## src/sv/bpa_pkg.sv

```systemverilog
// Package with the constants, types and helper functions of the bitmap page allocator.
package bpa_pkg;

    // Sizing of the managed memory.
    localparam int PAGE_BYTES         = 4096;
    localparam int NUM_PAGES          = 32768;
    localparam int INITIAL_FREE_PAGES = 4096;

    // Field widths of the channels and the configuration register.
    localparam int CFG_W  = 16;
    localparam int FADR_W = 32;
    localparam int ADDR_W = 27;

    // Derived widths: page index, count (which can reach NUM_PAGES) and map words.
    localparam int PAGE_SHIFT = $clog2(PAGE_BYTES);
    localparam int PAGE_W     = $clog2(NUM_PAGES);
    localparam int CNT_W      = PAGE_W + 1;
    localparam int WORD_BITS  = 32;
    localparam int WORD_W     = $clog2(WORD_BITS);
    localparam int ROWS       = (NUM_PAGES + WORD_BITS - 1) / WORD_BITS;
    localparam int ROW_W      = $clog2(ROWS);
    localparam int FREE_END   = (INITIAL_FREE_PAGES < NUM_PAGES) ? INITIAL_FREE_PAGES
                                                                 : NUM_PAGES;

    // Reset value of the page count register.
    localparam logic [CFG_W-1:0] PAGES_IN_USE_RESET = CFG_W'(32768);

    typedef logic [WORD_BITS-1:0] map_word_t;

    // Request to the word scanner: which word, which pass and the range limits.
    typedef struct packed {
        logic [ROW_W-1:0]  row;
        logic              wrapped;
        logic [PAGE_W-1:0] start;
        logic [PAGE_W-1:0] last;
    } scan_req_t;

    // Answer of the word scanner.
    typedef struct packed {
        logic              found;
        logic [WORD_W-1:0] bit_idx;
    } scan_res_t;

    // Contents of one map row after reset: pages 1 up to FREE_END-1 are free.
    function automatic map_word_t init_word(input logic [ROW_W-1:0] row);
        map_word_t w;
        int        p;
        for (int j = 0; j < WORD_BITS; j++)
        begin
            p    = int'(row) * WORD_BITS + j;
            w[j] = !((p >= 1) && (p < FREE_END));
        end
        return w;
    endfunction

endpackage

```

## src/sv/bpa_word_scan.sv

```systemverilog
// Shared scan unit: masks one map word to the search range and finds its lowest free page.
module bpa_word_scan (
    input  bpa_pkg::map_word_t word,
    input  bpa_pkg::scan_req_t req,
    output bpa_pkg::scan_res_t res
);
    import bpa_pkg::*;

    localparam map_word_t ALL_ONES = '1;

    logic [ROW_W-1:0]  start_row;
    logic [ROW_W-1:0]  last_row;
    logic [WORD_W-1:0] start_bit;
    logic [WORD_W-1:0] last_bit;
    map_word_t         lo_mask;
    map_word_t         hi_mask;
    map_word_t         free_bits;
    logic [WORD_W-1:0] idx;

    assign start_row = ROW_W'(req.start >> WORD_W);
    assign last_row  = ROW_W'(req.last >> WORD_W);
    assign start_bit = req.start[WORD_W-1:0];
    assign last_bit  = req.last[WORD_W-1:0];

    // Lower edge: the first pass starts at the hint, the wrapped pass stops below it.
    always_comb
    begin
        lo_mask = ALL_ONES;
        if (req.row == start_row)
        begin
            if (req.wrapped)
                lo_mask = ~(ALL_ONES << start_bit);
            else
                lo_mask = ALL_ONES << start_bit;
        end
    end

    // Upper edge: no page at or beyond the managed count.
    always_comb
    begin
        hi_mask = ALL_ONES;
        if (req.row == last_row)
            hi_mask = ALL_ONES >> (WORD_W'(WORD_BITS - 1) - last_bit);
    end

    assign free_bits = ~word & lo_mask & hi_mask;

    // Lowest set bit of the free pattern.
    always_comb
    begin
        idx = '0;
        for (int j = WORD_BITS - 1; j >= 0; j--)
        begin
            if (free_bits[j])
                idx = WORD_W'(j);
        end
    end

    assign res.found   = |free_bits;
    assign res.bit_idx = idx;

endmodule

```

## config.mk

```make
export PLATFORM = sky130hd
export DESIGN_NAME = bpa_word_scan
export DESIGN_NICKNAME = d
export VERILOG_FILES = /design/src/sv/bpa_pkg.sv /design/src/sv/bpa_word_scan.sv
export SDC_FILE = /design/constraint.sdc
export NUM_CORES = 1
export LEC_CHECK = 0
export BUFFER_PORTS_ARGS = -buffer_cell sky130_fd_sc_hd__clkbuf_2
export CORE_UTILIZATION = 52
export DETAILED_ROUTE_END_ITERATION = 7
export PLACE_DENSITY = 0.81
export SYNTH_ARGS = -nofsm -noshare
export SYNTH_HDL_FRONTEND = slang
export SYNTH_SLANG_ARGS = --single-unit
```

## constraint.sdc

```tcl
create_clock -name vclk -period 4.7
set_clock_uncertainty 0.05 [all_clocks]
set_input_delay 0.94 -clock vclk [all_inputs]
set_output_delay 0.94 -clock vclk [all_outputs]
set_load 0.01 [all_outputs]
```

==> metrics.txt <==
max-slew violations 0; Seq/Total Area, Yosys 0%; HP Start word[3]; Die Area 0.00413 mm²; Seq cells 0; core box area 0.00369 mm²; Syn Inst Count around 290; Slowest cell on crit path and3_1; Register Area 0 µm²; area occupied by multi-input gates 0.00183 mm²; Synth area leader xor2_1; fmax 226 MHz; critical path, cell by cell clkbuf_2, xor2_1, nor2_1, and3_1, buf_4, a221o_2, nand2_1, a211o_1, a211o_1, a31oi_1, clkbuf_2; share of power burned in registers 0%; Worst Tran Pin Value 0.566 ns; first-pass GRT wire length ~10000 µm; Critical Path Fanout Max 20; crit path DAT 3.43 ns; CLK BUF 0; FILL cells roughly 340; DP HPWL 5270 µm; TNS Setup 0 ns; Setup Viol. Count Final 0; Antenna Nets Post-Route 0; Hold EP res[1]; detailed-route wire length about 6400 µm; slowest stage delay, CP 0.49 ns; most common cell in the netlist nand2_1; CP Capture Type primary output; peak supply drop 0.0000785 V; CTS resizes 0; largest delay contributor family on the critical path compound AO/OA/AOI/OAI gates; IO buf count 79; fin crit period between 4 and 5 ns; # diodes 0; Critical Path Source Type input pin; Starting Density 54.7%; share of layout cells above drive strength 1 32.3%; hold path cells 4; YS warnings 0; Commonest cells post-synth nand2_1 (27), xor2_1 (24), nor2_1 (23), xnor2_1 (23); die height 64.3 µm; count of cell types in the netlist 60; drt wl/cell 16.1 µm; power density over the cells 81.9 mW/mm²; Switching Power 0.000112 W; pin count of the biggest net entering global routing 23; Final GP Congestion 0.958; Area contributors post-synth xor2_1 (10%), xnor2_1 (10%), a221o_1 (7.4%); RSZ-0062 raised after global routing no; Synth Cell Area between 0.002 and 0.0025 mm²; Total GRT Usage 30.1%; drt pass-1 iters 5; vias in the first global route 2168; Syn Nets 358; crit path kind in -> out; via count 2564; Post-CTS Setup Bufs 0; initial antenna violation count 0; Critical path buffers and inverters 3; DR DRC count 0; Sw Share 57.4%; Final nets about 430; io pins 79; Setup Slack @ Placement 0.334 ns; fin crit share 94.1%; DP Area roughly 0.0024 mm²; worst min path class in -> out; Cell Int Power 0.0000833 W; Hold Vio Cnt, Final 0; Leak 1.00 nW; setup ws final 0.280 ns; max-cap violations 0; grt total ovfl 0; Syn Area/Cell just over 7 µm²; Detailed Route Iter0 Violations 273; Synth-to-Final Area Change 18.5%; Max-slew headroom 62.3%; CP required 3.71 ns; Synth top area share 10.4%; vias per cell 6.44; Gate power share 100.0%; die width 64.3 µm; fin area 0.00239 mm²; CTS Hold Bufs 0; status complete, no violations; site row count 22; clock power share 0%
-- layer usage --
metal / wire [µm] / vias to the layer above / global-route usage, %
li1: - / 1235 / -
met1: 2740 / 1171 / 42.8
met2: 2960 / 143 / 49.6
met3: 594 / 15 / 1.96
met4: 116 / 0 / 5.00
met5: 0 / - / 0
-- stage by stage --
| step | instances | hold WS [ns] | power, W | util [%] |
|---|---|---|---|---|
| 2_1_floorplan | 285 | 2.06 | 0.000126 | - |
| 3_3_place_gp | 398 | 2.27 | 0.000189 | 64.8 |
| 3_5_place_dp | 398 | 2.28 | 0.000191 | 64.8 |
| 4_1_cts | 398 | 2.28 | 0.000192 | 64.8 |
| 5_1_grt | 398 | 2.33 | 0.000212 | 64.8 |
| 6_report | 398 | 2.28 | 0.000196 | 64.8 |
-- power groups by stage --
stage / Clock (W) / Sequential [W] / Combinational, W
after floorplan: 0 / 0 / 0.000126
after global placement: 0 / 0 / 0.000189
after detailed placement: 0 / 0 / 0.000191
after CTS: 0 / 0 / 0.000192
after global routing: 0 / 0 / 0.000212
final: 0 / 0 / 0.000196
-- cell usage in the layout (no fill, tap or decap), types with 4 or more instances in the layout --
| master | count |
|---|---|
| and2_1 | 5 |
| a221o_1 | 15 |
| nand2b_1 | 4 |
| xnor2_1 | 23 |
| nor3_1 | 6 |
| clkbuf_2 | 79 |
| nand2_1 | 27 |
| nand4_1 | 6 |
| buf_4 | 12 |
| nor2_1 | 23 |
| xor2_1 | 24 |
| inv_1 | 4 |
| o21a_1 | 6 |
| a211oi_1 | 6 |
| a221oi_2 | 4 |
| o21ai_0 | 15 |
| a41oi_1 | 5 |
| a21oi_1 | 5 |
| a221o_2 | 7 |
| o31ai_1 | 4 |
| a221oi_1 | 4 |
| a31oi_1 | 5 |
| nand3_1 | 10 |
-- worst min-delay path, cell delays in order --
cell      delay (ns)
clkbuf_2        0.07
a221o_1         0.15
a31oi_1         0.11
clkbuf_2        0.12
-- worst max path at each step --
stage	startpoint	cells past startpoint	endpoint	slack, ns
after floorplan	req[27]	10	res[2]	0.65
after global placement	req[31]	10	res[5]	0.38
after detailed placement	req[31]	11	res[1]	0.33
after CTS	req[31]	11	res[4]	0.34
after global routing	req[31]	11	res[4]	0.04
final	req[31]	11	res[1]	0.28
-- cell families after synthesis --
family,Yosys count,synth area share [%]
AND/OR/NAND/NOR,110,30.0
AO/OA/AOI/OAI,98,40.3
XOR/XNOR,47,20.4
buffers and inverters,30,9.30
-- area by class of cell --
type	instances	share of cell area (%)
Multi-Input combinational cell	255	76.5
Inverter	4	0.628
Tap cell	48	2.51
Timing Repair Buffer	91	20.3
(Power assumes the default switching activity.)
